## src/hw/rtl/xed_pkg.sv

```systemverilog
// Package for the XML entity decoder: command type, character codes and entity tables.
`default_nettype none
package xed_pkg;

  localparam int unsigned EntCount  = 8;
  localparam int unsigned HoldDepth = 4;
  localparam int unsigned MaxOut    = 6;

  localparam logic [7:0] ChrAmp   = 8'h26;
  localparam logic [7:0] ChrSemi  = 8'h3b;
  localparam logic [7:0] ChrBsl   = 8'h5c;
  localparam logic [7:0] ChrQuot  = 8'h22;
  localparam logic [7:0] ChrApos  = 8'h27;

  // Entity indexes.
  typedef enum logic [2:0] {
    EntAmp  = 3'd0,
    EntLt   = 3'd1,
    EntGt   = 3'd2,
    EntQuot = 3'd3,
    EntApos = 3'd4,
    EntLf   = 3'd5,
    EntCr   = 3'd6,
    EntTab  = 3'd7
  } ent_e;

  // One burst of decoded bytes, produced by the front and played out by the back.
  typedef struct packed {
    logic [MaxOut-1:0][7:0] bytes;
    logic [2:0]             cnt;
    logic                   last;
  } xed_cmd_t;

  // Length of an entity name after the ampersand, semicolon included.
  function automatic logic [2:0] ent_len(input ent_e e);
    logic [2:0] len;
    case (e)
      EntAmp:  len = 3'd4;
      EntLt:   len = 3'd3;
      EntGt:   len = 3'd3;
      EntQuot: len = 3'd5;
      EntApos: len = 3'd5;
      default: len = 3'd4;
    endcase
    return len;
  endfunction

  // Character at a position of an entity name; positions past the end read as zero.
  function automatic logic [7:0] ent_chr(input ent_e e, input logic [2:0] pos);
    logic [4:0][7:0] name;
    logic [7:0]      chr;
    case (e)
      EntAmp:  name = {8'h00, ChrSemi, "p", "m", "a"};
      EntLt:   name = {8'h00, 8'h00, ChrSemi, "t", "l"};
      EntGt:   name = {8'h00, 8'h00, ChrSemi, "t", "g"};
      EntQuot: name = {ChrSemi, "t", "o", "u", "q"};
      EntApos: name = {ChrSemi, "s", "o", "p", "a"};
      EntLf:   name = {8'h00, ChrSemi, "A", "x", "#"};
      EntCr:   name = {8'h00, ChrSemi, "D", "x", "#"};
      default: name = {8'h00, ChrSemi, "9", "x", "#"};
    endcase
    case (pos)
      3'd0:    chr = name[0];
      3'd1:    chr = name[1];
      3'd2:    chr = name[2];
      3'd3:    chr = name[3];
      3'd4:    chr = name[4];
      default: chr = 8'h00;
    endcase
    return chr;
  endfunction

  // Decoded text of an entity: up to two bytes, first in the low byte.
  function automatic logic [1:0][7:0] ent_dec(input ent_e e);
    logic [1:0][7:0] dec;
    case (e)
      EntAmp:  dec = {8'h00, ChrAmp};
      EntLt:   dec = {8'h00, "<"};
      EntGt:   dec = {8'h00, ">"};
      EntQuot: dec = {ChrQuot, ChrBsl};
      EntApos: dec = {ChrApos, ChrBsl};
      EntLf:   dec = {8'h00, 8'h0a};
      EntCr:   dec = {8'h00, 8'h0d};
      default: dec = {8'h00, 8'h09};
    endcase
    return dec;
  endfunction

  // Number of decoded bytes of an entity.
  function automatic logic [2:0] ent_ndec(input ent_e e);
    logic [2:0] n;
    case (e)
      EntQuot: n = 3'd2;
      EntApos: n = 3'd2;
      default: n = 3'd1;
    endcase
    return n;
  endfunction

endpackage
`default_nettype wire

```

## src/hw/rtl/xed_if.sv

```systemverilog
// Stream interfaces for the encoded input and the decoded output of the decoder.
`default_nettype none
interface xed_in_if;
  logic       valid;
  logic       ready;
  logic [7:0] in_byte;
  logic       in_last;

  modport source (output valid, output in_byte, output in_last, input ready);
  modport sink   (input valid, input in_byte, input in_last, output ready);
endinterface

interface xed_out_if;
  logic       valid;
  logic       ready;
  logic [7:0] out_byte;
  logic       out_last;

  modport source (output valid, output out_byte, output out_last, input ready);
  modport sink   (input valid, input out_byte, input out_last, output ready);
endinterface
`default_nettype wire

```

## src/hw/rtl/xed_front.sv

```systemverilog
// Front end: accepts input bytes, tracks entity matching and issues output bursts.
`default_nettype none
module xed_front (
  input  wire logic              clk_i,
  input  wire logic              rst_ni,
  input  wire logic              in_valid_i,
  output logic                   in_ready_o,
  input  wire logic [7:0]        in_byte_i,
  input  wire logic              in_last_i,
  output logic                   push_o,
  input  wire logic              push_ready_i,
  output xed_pkg::xed_cmd_t      cmd_o
);
  import xed_pkg::*;

  logic                 in_ent_q, in_ent_d;
  logic [2:0]           cnt_q, cnt_d;
  logic [EntCount-1:0]  mask_q, mask_d;
  logic [7:0]           held_q [HoldDepth];
  logic                 held_we;
  logic [EntCount-1:0]  cont;
  logic [EntCount-1:0]  full_vec;
  logic [EntCount-1:0]  pre_vec;
  logic                 full;
  logic                 pre;
  ent_e                 full_idx;
  logic                 fresh_amp;
  logic                 fire;
  logic [MaxOut-1:0][7:0] seq;
  xed_cmd_t             cmd;

  assign fire       = in_valid_i && in_ready_o;
  assign in_ready_o = push_ready_i;
  assign fresh_amp  = (in_byte_i == ChrAmp) && !in_last_i;

  // Compare the new byte against the next character of each entity still in the running.
  always_comb begin
    full_idx = EntAmp;
    for (int i = 0; i < EntCount; i++) begin
      cont[i]     = mask_q[i] && (ent_len(ent_e'(3'(i))) > cnt_q) &&
                    (ent_chr(ent_e'(3'(i)), cnt_q) == in_byte_i);
      full_vec[i] = cont[i] && (ent_len(ent_e'(3'(i))) == cnt_q + 3'd1);
      pre_vec[i]  = cont[i] && (ent_len(ent_e'(3'(i))) > cnt_q + 3'd1);
    end
    for (int i = EntCount - 1; i >= 0; i--) begin
      if (full_vec[i]) full_idx = ent_e'(3'(i));
    end
    full = |full_vec;
    pre  = |pre_vec;
  end

  // Flush sequence: ampersand, the held bytes, then the current byte.
  always_comb begin
    seq[0] = ChrAmp;
    for (int j = 1; j < MaxOut; j++) begin
      if (j <= HoldDepth && 3'(j) <= cnt_q) seq[j] = held_q[2'(j-1)];
      else                                  seq[j] = in_byte_i;
    end
  end

  // Next state and the burst for the current byte.
  always_comb begin
    in_ent_d  = in_ent_q;
    cnt_d     = cnt_q;
    mask_d    = mask_q;
    held_we   = 1'b0;
    cmd.bytes = seq;
    cmd.cnt   = 3'd0;
    cmd.last  = in_last_i;
    if (in_ent_q) begin
      if (full) begin
        cmd.bytes[1:0] = ent_dec(full_idx);
        cmd.cnt        = ent_ndec(full_idx);
        in_ent_d       = 1'b0;
        cnt_d          = 3'd0;
      end else if (pre) begin
        held_we = 1'b1;
        cnt_d   = cnt_q + 3'd1;
        mask_d  = cont;
        if (in_last_i) begin
          cmd.cnt  = cnt_q + 3'd2;
          in_ent_d = 1'b0;
          cnt_d    = 3'd0;
        end
      end else if (fresh_amp) begin
        // Flush what was held and start a new match on this ampersand.
        cmd.cnt = cnt_q + 3'd1;
        cnt_d   = 3'd0;
        mask_d  = '1;
      end else begin
        cmd.cnt  = cnt_q + 3'd2;
        in_ent_d = 1'b0;
        cnt_d    = 3'd0;
      end
    end else if (fresh_amp) begin
      in_ent_d = 1'b1;
      cnt_d    = 3'd0;
      mask_d   = '1;
    end else begin
      cmd.bytes[0] = in_byte_i;
      cmd.cnt      = 3'd1;
    end
  end

  assign push_o = fire && (cmd.cnt != 3'd0);
  assign cmd_o  = cmd;

  // Control state.
  always_ff @(posedge clk_i or negedge rst_ni) begin
    if (!rst_ni) begin
      in_ent_q <= 1'b0;
      cnt_q    <= 3'd0;
      mask_q   <= '1;
    end else if (fire) begin
      in_ent_q <= in_ent_d;
      cnt_q    <= cnt_d;
      mask_q   <= mask_d;
    end
  end

  // Held bytes of a partial entity name.
  always_ff @(posedge clk_i) begin
    if (fire && held_we) begin
      held_q[cnt_q[1:0]] <= in_byte_i;
    end
  end

`ifndef SYNTHESIS
  a_cnt_range: assert property (@(posedge clk_i) disable iff (!rst_ni)
    cnt_q <= 3'(HoldDepth))
    else $error("held count beyond hold depth");
  a_idle_after_last: assert property (@(posedge clk_i) disable iff (!rst_ni)
    fire && in_last_i |=> !in_ent_q && cnt_q == 3'd0)
    else $error("matcher not idle after end of string");
  a_burst_size: assert property (@(posedge clk_i) disable iff (!rst_ni)
    push_o |-> cmd_o.cnt <= 3'(MaxOut))
    else $error("burst longer than six bytes");
`endif

endmodule
`default_nettype wire

```

## src/hw/rtl/xed_queue.sv

```systemverilog
// Two-entry queue of output bursts between the front end and the back end.
`default_nettype none
module xed_queue (
  input  wire logic              clk_i,
  input  wire logic              rst_ni,
  input  wire logic              push_i,
  output logic                   push_ready_o,
  input  xed_pkg::xed_cmd_t      push_cmd_i,
  output logic                   pop_valid_o,
  input  wire logic              pop_i,
  output xed_pkg::xed_cmd_t      pop_cmd_o
);
  import xed_pkg::*;

  xed_cmd_t   mem_q [2];
  logic       wr_ptr_q;
  logic       rd_ptr_q;
  logic [1:0] fill_q;
  logic       do_push;
  logic       do_pop;

  assign push_ready_o = fill_q != 2'd2;
  assign pop_valid_o  = fill_q != 2'd0;
  assign do_push      = push_i && push_ready_o;
  assign do_pop       = pop_i && pop_valid_o;
  assign pop_cmd_o    = mem_q[rd_ptr_q];

  // Pointers and fill level.
  always_ff @(posedge clk_i or negedge rst_ni) begin
    if (!rst_ni) begin
      wr_ptr_q <= 1'b0;
      rd_ptr_q <= 1'b0;
      fill_q   <= 2'd0;
    end else begin
      if (do_push) wr_ptr_q <= !wr_ptr_q;
      if (do_pop)  rd_ptr_q <= !rd_ptr_q;
      fill_q <= fill_q + {1'b0, do_push} - {1'b0, do_pop};
    end
  end

  // Entry storage.
  always_ff @(posedge clk_i) begin
    if (do_push) mem_q[wr_ptr_q] <= push_cmd_i;
  end

`ifndef SYNTHESIS
  a_fill_ptrs: assert property (@(posedge clk_i) disable iff (!rst_ni)
    (fill_q == 2'd1) == (wr_ptr_q != rd_ptr_q))
    else $error("queue pointers disagree with fill level");
`endif

endmodule
`default_nettype wire

```

## src/hw/rtl/xed_back.sv

```systemverilog
// Back end: plays out each queued burst one decoded byte per cycle while the output is ready.
`default_nettype none
module xed_back (
  input  wire logic              clk_i,
  input  wire logic              rst_ni,
  input  wire logic              pop_valid_i,
  output logic                   pop_o,
  input  xed_pkg::xed_cmd_t      pop_cmd_i,
  output logic                   out_valid_o,
  input  wire logic              out_ready_i,
  output logic [7:0]             out_byte_o,
  output logic                   out_last_o
);
  import xed_pkg::*;

  xed_cmd_t   cur_q;
  logic       cur_vld_q;
  logic [2:0] idx_q;
  logic       fire;
  logic       last_beat;

  assign fire        = out_valid_o && out_ready_i;
  assign last_beat   = idx_q == cur_q.cnt - 3'd1;
  assign pop_o       = pop_valid_i && (!cur_vld_q || (fire && last_beat));
  assign out_valid_o = cur_vld_q;
  assign out_byte_o  = cur_q.bytes[idx_q];
  assign out_last_o  = cur_q.last && last_beat;

  // Current burst and byte position.
  always_ff @(posedge clk_i or negedge rst_ni) begin
    if (!rst_ni) begin
      cur_vld_q <= 1'b0;
      idx_q     <= 3'd0;
    end else if (pop_o) begin
      cur_vld_q <= 1'b1;
      idx_q     <= 3'd0;
    end else if (fire) begin
      if (last_beat) begin
        cur_vld_q <= 1'b0;
        idx_q     <= 3'd0;
      end else begin
        idx_q <= idx_q + 3'd1;
      end
    end
  end

  // Burst payload.
  always_ff @(posedge clk_i) begin
    if (pop_o) cur_q <= pop_cmd_i;
  end

`ifndef SYNTHESIS
  a_idx_in_burst: assert property (@(posedge clk_i) disable iff (!rst_ni)
    cur_vld_q |-> idx_q < cur_q.cnt)
    else $error("byte position beyond burst length");
`endif

endmodule
`default_nettype wire

```

## src/hw/rtl/xml_entity_decoder.sv

```systemverilog
// Top level of the XML entity decoder: front end, burst queue and back end.
//
//   channel  dir  payload              request moves
//   in_i     in   in_byte, in_last     one encoded byte
//   out_o    out  out_byte, out_last   one decoded byte
//
// One input request is taken per cycle while the two-entry burst queue has room.
// A byte expands into zero to six output bytes; the back end plays out one per
// cycle while the output is ready, so expansions stall the input only once the queue has filled.
// Reset is asynchronous, active low, and clears the matcher, queue and back end.
// An output stall holds the current byte stable until it is taken.
`default_nettype none
module xml_entity_decoder (
  input  wire logic  clk_i,
  input  wire logic  rst_ni,
  xed_in_if.sink     in_i,
  xed_out_if.source  out_o
);
  import xed_pkg::*;

  logic     push;
  logic     push_ready;
  xed_cmd_t push_cmd;
  logic     pop_valid;
  logic     pop;
  xed_cmd_t pop_cmd;

  xed_front u_front (
    .clk_i        (clk_i),
    .rst_ni       (rst_ni),
    .in_valid_i   (in_i.valid),
    .in_ready_o   (in_i.ready),
    .in_byte_i    (in_i.in_byte),
    .in_last_i    (in_i.in_last),
    .push_o       (push),
    .push_ready_i (push_ready),
    .cmd_o        (push_cmd)
  );

  xed_queue u_queue (
    .clk_i        (clk_i),
    .rst_ni       (rst_ni),
    .push_i       (push),
    .push_ready_o (push_ready),
    .push_cmd_i   (push_cmd),
    .pop_valid_o  (pop_valid),
    .pop_i        (pop),
    .pop_cmd_o    (pop_cmd)
  );

  xed_back u_back (
    .clk_i       (clk_i),
    .rst_ni      (rst_ni),
    .pop_valid_i (pop_valid),
    .pop_o       (pop),
    .pop_cmd_i   (pop_cmd),
    .out_valid_o (out_o.valid),
    .out_ready_i (out_o.ready),
    .out_byte_o  (out_o.out_byte),
    .out_last_o  (out_o.out_last)
  );

endmodule
`default_nettype wire

```

## src/flat_wrapper.sv

```systemverilog
// flat-port wrapper written by rule: the top's interface ports become plain ports
module xml_entity_decoder_flat import xed_pkg::*;
  (clk_i, rst_ni, in_i_valid, in_i_in_byte, in_i_in_last, in_i_ready, out_o_valid, out_o_out_byte, out_o_out_last, out_o_ready);
  xed_in_if in_i_i ();
  xed_out_if out_o_i ();
  input  wire logic clk_i;
  input  wire logic rst_ni;
  input wire logic [$bits(in_i_i.valid)-1:0] in_i_valid;
  input wire logic [$bits(in_i_i.in_byte)-1:0] in_i_in_byte;
  input wire logic [$bits(in_i_i.in_last)-1:0] in_i_in_last;
  output wire logic [$bits(in_i_i.ready)-1:0] in_i_ready;
  output wire logic [$bits(out_o_i.valid)-1:0] out_o_valid;
  output wire logic [$bits(out_o_i.out_byte)-1:0] out_o_out_byte;
  output wire logic [$bits(out_o_i.out_last)-1:0] out_o_out_last;
  input wire logic [$bits(out_o_i.ready)-1:0] out_o_ready;
  assign in_i_i.valid = in_i_valid;
  assign in_i_i.in_byte = in_i_in_byte;
  assign in_i_i.in_last = in_i_in_last;
  assign in_i_ready = in_i_i.ready;
  assign out_o_valid = out_o_i.valid;
  assign out_o_out_byte = out_o_i.out_byte;
  assign out_o_out_last = out_o_i.out_last;
  assign out_o_i.ready = out_o_ready;
  xml_entity_decoder u_core (.clk_i(clk_i), .rst_ni(rst_ni), .in_i(in_i_i), .out_o(out_o_i));
endmodule
```

## config.mk

```make
export PLATFORM = sky130hd
export DESIGN_NAME = xml_entity_decoder_flat
export DESIGN_NICKNAME = d
export VERILOG_FILES = /design/src/hw/rtl/xed_pkg.sv /design/src/hw/rtl/xed_if.sv /design/src/hw/rtl/xed_front.sv /design/src/hw/rtl/xed_queue.sv /design/src/hw/rtl/xed_back.sv /design/src/hw/rtl/xml_entity_decoder.sv /design/src/flat_wrapper.sv
export SDC_FILE = /design/constraint.sdc
export NUM_CORES = 1
export LEC_CHECK = 0
export BUFFER_PORTS_ARGS = -buffer_cell sky130_fd_sc_hd__buf_4
export CAP_MARGIN = 25
export CORE_ASPECT_RATIO = 1.5
export CORE_UTILIZATION = 45
export DETAILED_ROUTE_END_ITERATION = 10
export PLACE_DENSITY_LB_ADDON = 0.08
export SLEW_MARGIN = 20
export SYNTH_ARGS = -nofsm -noshare
export SYNTH_HDL_FRONTEND = slang
export SYNTH_SLANG_ARGS = --single-unit
```

## constraint.sdc

```tcl
create_clock -name clk_i -period 10.1 [get_ports clk_i]
set_clock_uncertainty 0.1 [all_clocks]
set_input_delay 1.01 -clock clk_i [delete_from_list [all_inputs] [get_ports clk_i]]
set_output_delay 1.01 -clock clk_i [all_outputs]
set_load 0.02 [all_outputs]
```

==> results.yml, run 1 <==
clock_tree:
  cts-root-to-sink-buffers: 3
  cts_resized: 0
  clock_tree.root_cell: "sky130_fd_sc_hd__clkbuf_16"
  cts_buffers: 21
  cts.reportedPaths.clkPinSlew_ns: 0.06
  htreeDepth: 1
  ctsHoldBuffers: 0
  worstSkewPairLatency_ns: 0.49
  postCtsSetupRepairBufs: 0
  numClockSinks: 208
  cts_tree: "done"
final_layout:
  antennaDiodeCount: 0
  final_nets: 761
  utilization: 0.505
  area_growth_pct: 10.0
  layout.cell_area.non_filler_mm2: 0.0110
  mostFrequentLayoutCells: "sky130_fd_sc_hd__edfxtp_1, sky130_fd_sc_hd__mux2_2, sky130_fd_sc_hd__nand2_1"
  drive_gt1_frac: 0.244
  post_layout_nonfiller_instances: 1019
  final_common_cell: "sky130_fd_sc_hd__edfxtp_1"
synthesis:
  synth_async_sr_flop_share: 0.0962
  synth.avg_cell_area_um2: 13.9
  synth.yosys.seq_area_share: 0.618
  synth.yosys.warnings: 0
  postSynth.topFlopCell: "sky130_fd_sc_hd__edfxtp_1"
  mappedNetlistArea_mm2: 0.00997
  count_of_flip_flops_with_a_built_in_enable_after_synthesis: 188
  postSynthNetCount: 743
  ys_types: 91
  ys_seq_elements: 208
  post_synth_inst_count: 717
route:
  dr_total_vias: 5977
  avgViaCountPerCell: 5.87
  antenna_left: 0
  route.detailed.wl_per_inst_um: 24.6
  dr.first_iter.drc_count: 408
  drc_errors: 0
  drt_pre_antenna_iters: 6
  totalWireLength_mm: 25.1
sta:
  hold_viol_final: 0
  fmax_mhz: 187
  slew_viol_final: 0
  timing.slew.headroom: 0.500
  setup_total_negative_slack_ns: 0
  setup_viol: 0
  timing.final.crit_share: 0.530
  timing.final.crit_period_ns: 5.35
  grt_setup_unrepaired: "no"
  tightestPinTransition_ns: 0.749
run_status:
  status: "finished clean"
placement:
  post_dp_cell_area_mm2: 0.0103
  numPlacedInstances: 984
  hpwlAfterDp_mm: 17.1
  finalWeightedCongestion: 0.927
  place.port_buffers: 23
power:
  leakage_component_of_the_power_nw: 3.68
  power_per_cell_area_mw_per_mm2: 233
  power_w: 0.00256
  ir_drop_v: 0.000117
worst_setup_path:
  crit_path_start_kind: "flop"
  timing.critical_path.cells: "inv_1, ha_1, and2_1, or4_4, a311o_1, nor3_4, and3_2, a2111oi_4, a21oi_4, a211oi_1, nor3b_2, buf_4"
  cpPeakStageDelay_ns: 0.79
  worst_path_max_delay_cell: "sky130_fd_sc_hd__dfrtp_1"
  r2r_slack_ns: 4.75
  path_class: "reg2reg"
  arrival_ns: 5.37
  worst-path-max-fanout: 52
  end_kind: "flop"
  timing.critical_path.required_ns: 10.12
global_route:
  grt_overflow_total: 0
  globalRouteTotalUtil: 0.229
  initial_antenna_violation_count: 0
  pin_count_of_the_biggest_net_entering_global_routing: 55
  first_pass_grt_wire_length_mm: 37.6
  grt_pass1_vias: 6306
hold_path:
  worstHoldPathType: "in2async"
floorplan:
  width_of_the_chip_um: 124
  die_area_mm2: 0.0228
  io-pin-count: 24
  std_cell_rows: 66
  floorplan.die.height_um: 184
  initial_core_util: 0.459
  fp.coreArea_mm2: 0.0217
run:
  max_capacitance_violation_count: 0
## area by class of cell
cell class              count  area [um^2]
clock buffers              26          544
clock inverters             9         78.8
fillers                  1863        10800
inverters                  27          101
multi-input cells         445         3500
flip-flops and latches    208         6160
well taps                 272          340
repair buffers             32          240
## cells by family after synthesis
kind of cell,count (synthesis),share of synthesized area
flops,208,0.618
simple gates,174,0.0940
fa+ha+maj,13,0.0163
compound gates,147,0.109
mux,91,0.110
buf+inv,64,0.0331
xor+xnor,20,0.0198
## final timing paths
kind,from,end,depth (start not counted)
setup / recovery,u_core.u_front.cnt_q[1],u_core.u_queue.mem_q[1][5],12
hold / removal,rst_ni,u_core.u_queue.rd_ptr_q,1
setup reg to reg,u_core.u_front.cnt_q[1],u_core.u_queue.mem_q[1][5],12
hold reg to reg,u_core.u_front.mask_q[6],u_core.u_front.mask_q[6],1
max in group asynchronous,rst_ni,u_core.u_front.mask_q[7],1
min in group clk_i,u_core.u_front.mask_q[6],u_core.u_front.mask_q[6],1
## through the flow
stage | hold WS [ns] | setup WS, ns
floorplan | 0.368 | 2.67
global placement | 0.388 | 4.90
detailed placement | 0.415 | 4.82
CTS | 0.326 | 4.79
global route | 0.326 | 4.50
finish | 0.327 | 4.75
## per-layer routing
metal  vias up  GRT usage  share of wire
met5         -          0              0
met4         0     0.0959          0.040
met3        48     0.0251          0.033
met2       110      0.429           0.55
met1      3036      0.259           0.38
li1       2783          -              -
## worst max-delay path, delay by kind of cell, from the launching register on
kind                       cells  cell delay, ns
AOI/OAI and AO/OA              4            1.05
adders and majority gates      1            0.37
buffers and inverters          2            0.94
and+or+nand+nor                5            1.67
DFF                            1            0.79
## cell usage after synthesis, types with 5 or more instances
cell | count | area (um^2)
sky130_fd_sc_hd__inv_1 | 23 | 86.3
sky130_fd_sc_hd__o21ai_0 | 34 | 170
sky130_fd_sc_hd__o22a_1 | 8 | 70.1
sky130_fd_sc_hd__and3_1 | 7 | 43.8
sky130_fd_sc_hd__nor2_1 | 36 | 135
sky130_fd_sc_hd__mux2i_1 | 18 | 180
sky130_fd_sc_hd__dfstp_2 | 8 | 210
sky130_fd_sc_hd__nand3_1 | 6 | 30.0
sky130_fd_sc_hd__dfrtp_1 | 12 | 300
sky130_fd_sc_hd__nor3_1 | 13 | 65.1
sky130_fd_sc_hd__buf_2 | 9 | 45.0
sky130_fd_sc_hd__nand2b_1 | 6 | 37.5
sky130_fd_sc_hd__or3_1 | 7 | 43.8
sky130_fd_sc_hd__a21oi_1 | 19 | 95.1
sky130_fd_sc_hd__clkbuf_1 | 16 | 60.1
sky130_fd_sc_hd__o22ai_1 | 14 | 87.6
sky130_fd_sc_hd__o21a_1 | 5 | 37.5
sky130_fd_sc_hd__mux2_2 | 65 | 732
sky130_fd_sc_hd__o2111ai_1 | 5 | 43.8
sky130_fd_sc_hd__edfxtp_1 | 188 | 5650
sky130_fd_sc_hd__xnor2_1 | 15 | 131
sky130_fd_sc_hd__nand2_1 | 54 | 203
sky130_fd_sc_hd__mux4_2 | 8 | 180
sky130_fd_sc_hd__ha_1 | 13 | 163
sky130_fd_sc_hd__buf_6 | 8 | 90.1
sky130_fd_sc_hd__nand4_1 | 5 | 31.3
sky130_fd_sc_hd__nor4_1 | 7 | 43.8
sky130_fd_sc_hd__and2_1 | 5 | 31.3
## power breakdown
part | switching [W] | internal (W)
clock | 0.000307 | 0.000408
combinational | 0.000357 | 0.000263
sequential | 0.0000633 | 0.00116
## sequential cells by signal, indices dropped and copies added, names as in the netlist
signal                     cells
u_core.u_back.cur_q           52
u_core.u_back.idx_q            3
u_core.u_back.out_valid_o      1
u_core.u_front.cnt_q           3
u_core.u_front.held_q         32
u_core.u_front.in_ent_q        1
u_core.u_front.mask_q          8
u_core.u_queue.fill_q          2
u_core.u_queue.mem_q         104
u_core.u_queue.rd_ptr_q        1
u_core.u_queue.wr_ptr_q        1
No activity file was read; power rests on OpenSTA's default activity.
==> run 2: changes to the inputs <==
- ABC_AREA: unset -> 1
- clock period: 10.1 -> 4.4 ns (I/O delays scaled with it)
==> run 2 against run 1 <==
Net effect: cell count increased by 26%; sequential share of layout area shrank 1.9 points; power rose by 140%; die area grew 1.3%; critical endpoint is now u_core.u_queue.mem_q[0][39]; largest cell class unchanged.
==> results.yml, run 2 <==
clock_tree:
  cts.reportedPaths.clkPinSlew_ns: 0.06
  cts-root-to-sink-buffers: 3
  clock_tree.root_cell: "sky130_fd_sc_hd__clkbuf_16"
  htreeDepth: 1
  numClockSinks: 208
  worstSkewPairLatency_ns: 0.48
  cts_tree: "done"
  cts_buffers: 20
final_layout:
  final_nets: 1028
  antennaDiodeCount: 0
  mostFrequentLayoutCells: "sky130_fd_sc_hd__nand2_1, sky130_fd_sc_hd__edfxtp_1, sky130_fd_sc_hd__nor2_1"
  drive_gt1_frac: 0.188
  utilization: 0.518
  fillCellCount: 1984
  largest_register_ff_count: 104
  top_register: "u_core.u_queue.mem_q"
  multi_input_comb_area_mm2: 0.00347
  area_growth_pct: 12.4
  final_common_cell: "sky130_fd_sc_hd__nand2_1"
  seq_area_mm2: 0.00616
sta:
  timing.final.crit_share: 0.915
  setup_total_negative_slack_ns: 0
  timing.slew.headroom: 0.363
  setup_viol: 0
  tightestPinTransition_ns: 0.956
  fmax_mhz: 248
  hold_viol_final: 0
  grt_setup_unrepaired: "no"
  timing.final.crit_period_ns: 4.03
  slew_viol_final: 0
power:
  leakage_component_of_the_power_nw: 4.43
  power.share.sequential: 0.460
  ir_drop_v: 0.000233
  power_per_cell_area_mw_per_mm2: 547
  sw_frac_of_total: 0.307
  power.switching_w: 0.00191
  power.combinational.fraction: 0.269
  power_share_of_the_clock_group: 0.272
  cell_internal_pwr_w: 0.00430
worst_setup_path:
  arrival_ns: 4.11
  crit_top_cell: "sky130_fd_sc_hd__nand2_1"
  timing.rr.start: "u_core.u_front.cnt_q[0]"
  worst_r2r_path_depth: 20
  crit_path_start_kind: "flop"
  end_kind: "flop"
  worst-path-max-fanout: 23
  path_class: "reg2reg"
  cpPeakStageDelay_ns: 0.58
  r2r_slack_ns: 0.37
  r2r_endpoint: "u_core.u_queue.mem_q[0][39]"
  worst_path_max_delay_cell: "sky130_fd_sc_hd__dfrtp_1"
  cp_top_family: "simple AND/OR/NAND/NOR gates"
  timing.critical_path.required_ns: 4.48
  worst-path-buf-inv: 4
  timing.critical_path.cells: "inv_2, ha_1, nand2_4, nand2_2, nor2_2, nand2_1, nand2_1, nand2_1, nor2_2, nand2_1, nand2_1, nor2_2, nand2_2, nand2_1, inv_2, nand2_2, nand3_2, nand3_1, inv_2, buf_12"
synthesis:
  synth.area.top_cells: "sky130_fd_sc_hd__edfxtp_1, sky130_fd_sc_hd__nand2_1, sky130_fd_sc_hd__mux2_2"
  ys_types: 46
  synth.top_cells.by_count: "sky130_fd_sc_hd__nand2_1, sky130_fd_sc_hd__edfxtp_1, sky130_fd_sc_hd__nor2_1, sky130_fd_sc_hd__nand3_1, sky130_fd_sc_hd__inv_1"
  synthDominantAreaCellType: "sky130_fd_sc_hd__edfxtp_1"
  count_of_flip_flops_with_a_built_in_enable_after_synthesis: 188
  ys_seq_elements: 208
  synth.yosys.seq_area_share: 0.610
  yosysMostFrequentCell: "sky130_fd_sc_hd__nand2_1"
  synth.yosys.warnings: 0
  synth.avg_cell_area_um2: 10.4
  postSynth.topFlopCell: "sky130_fd_sc_hd__edfxtp_1"
  post_synth_inst_count: 968
  synth_top_area_share: 0.559
  synth_async_sr_flop_share: 0.0962
  postSynthNetCount: 994
  mappedNetlistArea_mm2: 0.0101
run:
  max_capacitance_violation_count: 0
route:
  avgViaCountPerCell: 5.47
  drc_errors: 0
  antenna_left: 0
  dr_total_vias: 7046
  drt_pre_antenna_iters: 5
  route.detailed.wl_per_inst_um: 21.0
  dr.first_iter.drc_count: 417
  totalWireLength_mm: 27.0
floorplan:
  die_area_mm2: 0.0230
  io-pin-count: 24
  width_of_the_chip_um: 124
  initial_core_util: 0.461
  fp.coreArea_mm2: 0.0219
  std_cell_rows: 66
  floorplan.die.height_um: 185
global_route:
  pin_count_of_the_biggest_net_entering_global_routing: 53
  first_pass_grt_wire_length_mm: 40.9
  initial_antenna_violation_count: 0
  globalRouteTotalUtil: 0.238
  grt_overflow_total: 0
  grt_pass1_vias: 7050
run_status:
  status: "finished clean"
hold_path:
  hold_path_depth: 1
  hold_path_end: "u_core.u_queue.mem_q[0][0]"
  min_from: "in_i_in_last"
  worstHoldPathType: "in2reg"
placement:
  place.port_buffers: 23
  finalWeightedCongestion: 0.973
  hpwlAfterDp_mm: 19.5
-- run 2: cell count changes after synthesis, moves of 13 or more --
cell | before | now
sky130_fd_sc_hd__nand2_1 | 54 | 220
sky130_fd_sc_hd__nor2_1 | 36 | 120
sky130_fd_sc_hd__nand3_1 | 6 | 63
sky130_fd_sc_hd__inv_1 | 23 | 62
sky130_fd_sc_hd__o21ai_0 | 34 | 61
sky130_fd_sc_hd__mux2i_1 | 18 | 0
sky130_fd_sc_hd__mux2_2 | 65 | 52
-- run 2: routing by layer --
metal,vias up,track usage,wire length [um],part of all wire
li1,3406,-,-,-
met1,3391,0.263,10400,0.39
met2,165,0.442,14000,0.52
met3,84,0.0237,837,0.031
met4,0,0.139,1730,0.064
met5,-,0,0,0
-- run 2: stage by stage --
stage	total power [W]	cell area [um^2]	hold slack, ns	worst slack, ns	cells
CTS	0.00629	11300	0.102	0.331	1287
finish	0.00620	11300	0.112	0.372	1287
detailed placement	0.00459	10700	0.261	0.346	1251
global route	0.00651	11300	0.0945	0.0309	1287
floorplan	0.00394	10100	0.0444	0.256	968
global placement	0.00458	10700	0.263	0.421	1251
-- run 2: how the worst max path moves through the flow --
stage / slack [ns] / cells after the start / endpoint / start
after floorplan: 0.26 / 19 / u_core.u_queue.mem_q[0][0] / u_core.u_front.cnt_q[1]
after global placement: 0.42 / 21 / u_core.u_queue.mem_q[0][49] / u_core.u_front.cnt_q[2]
after detailed placement: 0.35 / 21 / u_core.u_queue.mem_q[0][46] / u_core.u_front.cnt_q[2]
after CTS: 0.33 / 21 / u_core.u_queue.mem_q[0][39] / u_core.u_front.cnt_q[2]
after global routing: 0.03 / 20 / u_core.u_queue.mem_q[0][44] / u_core.u_front.cnt_q[0]
final: 0.37 / 20 / u_core.u_queue.mem_q[0][39] / u_core.u_front.cnt_q[0]
-- run 2: timing repair --
action | CTS | global route
resized for setup | 0 | 2
endpoints found under the hold margin | 12 | 0
hold buffers | 1 | 0
buffers inserted | 0 | 0
setup endpoints to repair | 0 | 100
-- run 2: cells by family after synthesis --
logic type	Yosys count	share of synthesized area
multiplexers	52	0.0580
flip-flops	208	0.610
AND/OR/NAND/NOR	461	0.198
buffers and inverters	116	0.0478
AO/OA/AOI/OAI	112	0.0645
XOR/XNOR	6	0.00521
adder cells (fa/ha/maj)	13	0.0161
-- run 2: power groups by stage --
stage               Sequential, W  Clock (W)  Combinational, W
floorplan                 0.00280          0           0.00114
global placement          0.00288          0           0.00169
detailed placement        0.00290          0           0.00170
CTS                       0.00286    0.00172           0.00171
global route              0.00289    0.00180           0.00182
finish                    0.00285    0.00169           0.00167
-- run 2: area by class of cell --
type | count | share of cell area
Timing Repair Buffer | 53 | 0.0386
Clock buffer | 21 | 0.0463
Clock inverter | 14 | 0.0109
Inverter | 75 | 0.0250
Multi-Input combinational cell | 644 | 0.306
Tap cell | 272 | 0.0300
Sequential cell | 208 | 0.543
==> run 3: changes to the inputs <==
- ABC_AREA: 1 -> 0
==> run 3 against run 2 <==
Net effect: combinational power is 16% lower; non-clock buffer count rose by 1; register-to-register slack worse by 0.16 ns; final area hardly changed; flip-flop and latch count unchanged; sequential share of layout area about the same; power fell by 2.2%; via count down 14%; die area shrank 1.2%; routed wire length shrank 6.6%; sequential power hardly changed; critical endpoint is now u_core.u_queue.fill_q[1]; largest power group unchanged.
==> results.yml, run 3 (synthesis results as in run 1) <==
global_route:
  pin_count_of_the_biggest_net_entering_global_routing: 54
  grt_overflow_total: 0
  first_pass_grt_wire_length_mm: 37.8
  grt_pass1_vias: 6182
  initial_antenna_violation_count: 0
  globalRouteTotalUtil: 0.231
worst_setup_path:
  end_kind: "flop"
  worst-path-max-fanout: 8
  r2r_slack_ns: 0.21
  path_class: "reg2reg"
  timing.critical_path.required_ns: 4.70
  worst-path-buf-inv: 3
  cp_top_family: "simple AND/OR/NAND/NOR gates"
  arrival_ns: 4.49
  worst_path_max_delay_cell: "sky130_fd_sc_hd__dfrtp_1"
  crit_path_start_kind: "flop"
  cpPeakStageDelay_ns: 0.39
  timing.rr.start: "u_core.u_front.cnt_q[0]"
  crit_top_cell: "sky130_fd_sc_hd__ha_1"
  r2r_endpoint: "u_core.u_queue.fill_q[1]"
  timing.critical_path.cells: "inv_2, ha_1, buf_4, and2b_1, nand3_1, a31o_2, nor4_4, o31ai_2, nand4_1, o211ai_2, a211oi_4, or2_1, ha_1, inv_1, ha_1, xnor2_1, xnor2_1"
  worst_r2r_path_depth: 17
power:
  power.switching_w: 0.00172
  power_per_cell_area_mw_per_mm2: 535
  power.combinational.fraction: 0.231
  sw_frac_of_total: 0.283
  power_w: 0.00607
  ir_drop_v: 0.000300
  power.share.sequential: 0.472
  leakage_component_of_the_power_nw: 3.87
  power_share_of_the_clock_group: 0.297
  cell_internal_pwr_w: 0.00435
sta:
  tightestPinTransition_ns: 0.898
  hold_viol_final: 0
  timing.final.crit_share: 0.952
  slew_viol_final: 0
  timing.slew.headroom: 0.401
  grt_setup_unrepaired: "no"
  fmax_mhz: 239
  setup_viol: 0
  timing.final.crit_period_ns: 4.19
  hold_slack_ns: 0.148
floorplan:
  die_area_mm2: 0.0228
  initial_core_util: 0.459
  fp.coreArea_mm2: 0.0217
  std_cell_rows: 66
  width_of_the_chip_um: 124
  io-pin-count: 24
  floorplan.die.height_um: 184
clock_tree:
  cts.reportedPaths.clkPinSlew_ns: 0.06
  clock_tree.root_cell: "sky130_fd_sc_hd__clkbuf_16"
  postCtsSetupRepairBufs: 0
  cts_buffers: 21
  numClockSinks: 208
  htreeDepth: 1
  cts-root-to-sink-buffers: 3
  cts_tree: "done"
  worstSkewPairLatency_ns: 0.50
hold_path:
  min_from: "in_i_in_last"
  hold_path_depth: 1
  hold_path_end: "u_core.u_queue.mem_q[0][0]"
  worstHoldPathType: "in2reg"
placement:
  post_dp_cell_area_mm2: 0.0106
  finalWeightedCongestion: 0.905
  place.port_buffers: 23
  hpwlAfterDp_mm: 17.7
final_layout:
  fillCellCount: 1842
  area_growth_pct: 13.9
  mostFrequentLayoutCells: "sky130_fd_sc_hd__edfxtp_1, sky130_fd_sc_hd__mux2_2, sky130_fd_sc_hd__nand2_1"
  final_nets: 783
  top_register: "u_core.u_queue.mem_q"
  final_common_cell: "sky130_fd_sc_hd__edfxtp_1"
  antennaDiodeCount: 0
  largest_register_ff_count: 104
  drive_gt1_frac: 0.282
  layout.cell_area.non_filler_mm2: 0.0114
  utilization: 0.523
route:
  avgViaCountPerCell: 5.79
  dr.first_iter.drc_count: 374
  dr_total_vias: 6047
  totalWireLength_mm: 25.2
  drt_pre_antenna_iters: 5
  antenna_left: 0
  drc_errors: 0
  route.detailed.wl_per_inst_um: 24.2
run:
  max_capacitance_violation_count: 0
run_status:
  status: "finished clean"
[run 3: cell count changes in the layout (fill, tap and decap cells not counted), moves of 13 or more]
cell / previous run / this run
sky130_fd_sc_hd__o21ai_0: 61 / 34
sky130_fd_sc_hd__nand2_1: 219 / 54
sky130_fd_sc_hd__nand3_1: 63 / 6
sky130_fd_sc_hd__inv_1: 61 / 22
sky130_fd_sc_hd__nor2_1: 117 / 36
sky130_fd_sc_hd__mux2_2: 52 / 65
sky130_fd_sc_hd__mux2i_1: 0 / 18
[run 3: area by class of cell]
type	instances	area [um^2]	share of cell area
Sequential cell	208	6160	0.543
Multi-Input combinational cell	445	3620	0.319
Clock buffer	25	541	0.0476
Timing Repair Buffer	54	433	0.0381
Tap cell	272	340	0.0300
Clock inverter	13	151	0.0133
Inverter	27	105	0.00926
[run 3: metrics by stage]
step | setup TNS [ns] | std cells | worst slack (ns)
2_1_floorplan | -26.44 | 717 | -0.316
3_3_place_gp | 0 | 1005 | 0.211
3_5_place_dp | 0 | 1005 | 0.107
4_1_cts | 0 | 1044 | 0.0444
5_1_grt | 0 | 1044 | 0.00359
6_report | 0 | 1044 | 0.212
[run 3: layer usage]
metal  up-vias  GRT usage  routed length (um)
li1       2820          -                   -
met1      3029      0.271                9980
met2       146      0.420               13400
met3        52     0.0229                 787
met4         0      0.100                1050
met5         -          0                   0
[run 3: power groups by stage]
stage | sequential (W) | combinational [W] | clock, W
after CTS | 0.00287 | 0.00144 | 0.00184
final | 0.00287 | 0.00140 | 0.00180
after global placement | 0.00290 | 0.00141 | 0
after floorplan | 0.00278 | 0.00103 | 0
after global routing | 0.00291 | 0.00153 | 0.00192
after detailed placement | 0.00292 | 0.00143 | 0
[run 3: worst max path at each step]
| stage | from | endpoint | slack, ns | depth (start not counted) |
|---|---|---|---|---|
| floorplan | u_core.u_front.cnt_q[1] | u_core.u_queue.mem_q[1][0] | -0.32 | 12 |
| global placement | u_core.u_front.cnt_q[1] | u_core.u_queue.fill_q[1] | 0.21 | 16 |
| detailed placement | u_core.u_front.cnt_q[1] | u_core.u_queue.fill_q[1] | 0.11 | 16 |
| CTS | u_core.u_front.cnt_q[1] | u_core.u_queue.fill_q[1] | 0.04 | 16 |
| global route | u_core.u_front.cnt_q[0] | u_core.u_queue.fill_q[1] | 0.004 | 17 |
| finish | u_core.u_front.cnt_q[0] | u_core.u_queue.fill_q[1] | 0.21 | 17 |
[run 3: timing repair]
item / in CTS / in global routing
hold buffers: 1 / 0
gates resized for setup: 0 / 4
endpoints found under the hold margin: 12 / 0
endpoints found under the setup margin: 0 / 1
[run 3: worst register-to-register path, cell delays in order (launching register included)]
cell                       delay (ns)
sky130_fd_sc_hd__dfrtp_1         0.39
sky130_fd_sc_hd__inv_2           0.17
sky130_fd_sc_hd__ha_1            0.33
sky130_fd_sc_hd__buf_4           0.21
sky130_fd_sc_hd__and2b_1         0.30
sky130_fd_sc_hd__nand3_1         0.15
sky130_fd_sc_hd__a31o_2          0.30
sky130_fd_sc_hd__nor4_4          0.36
sky130_fd_sc_hd__o31ai_2         0.17
sky130_fd_sc_hd__nand4_1         0.19
sky130_fd_sc_hd__o211ai_2        0.18
sky130_fd_sc_hd__a211oi_4        0.38
sky130_fd_sc_hd__or2_1           0.16
sky130_fd_sc_hd__ha_1            0.23
sky130_fd_sc_hd__inv_1           0.06
sky130_fd_sc_hd__ha_1            0.15
sky130_fd_sc_hd__xnor2_1         0.13
sky130_fd_sc_hd__xnor2_1         0.15
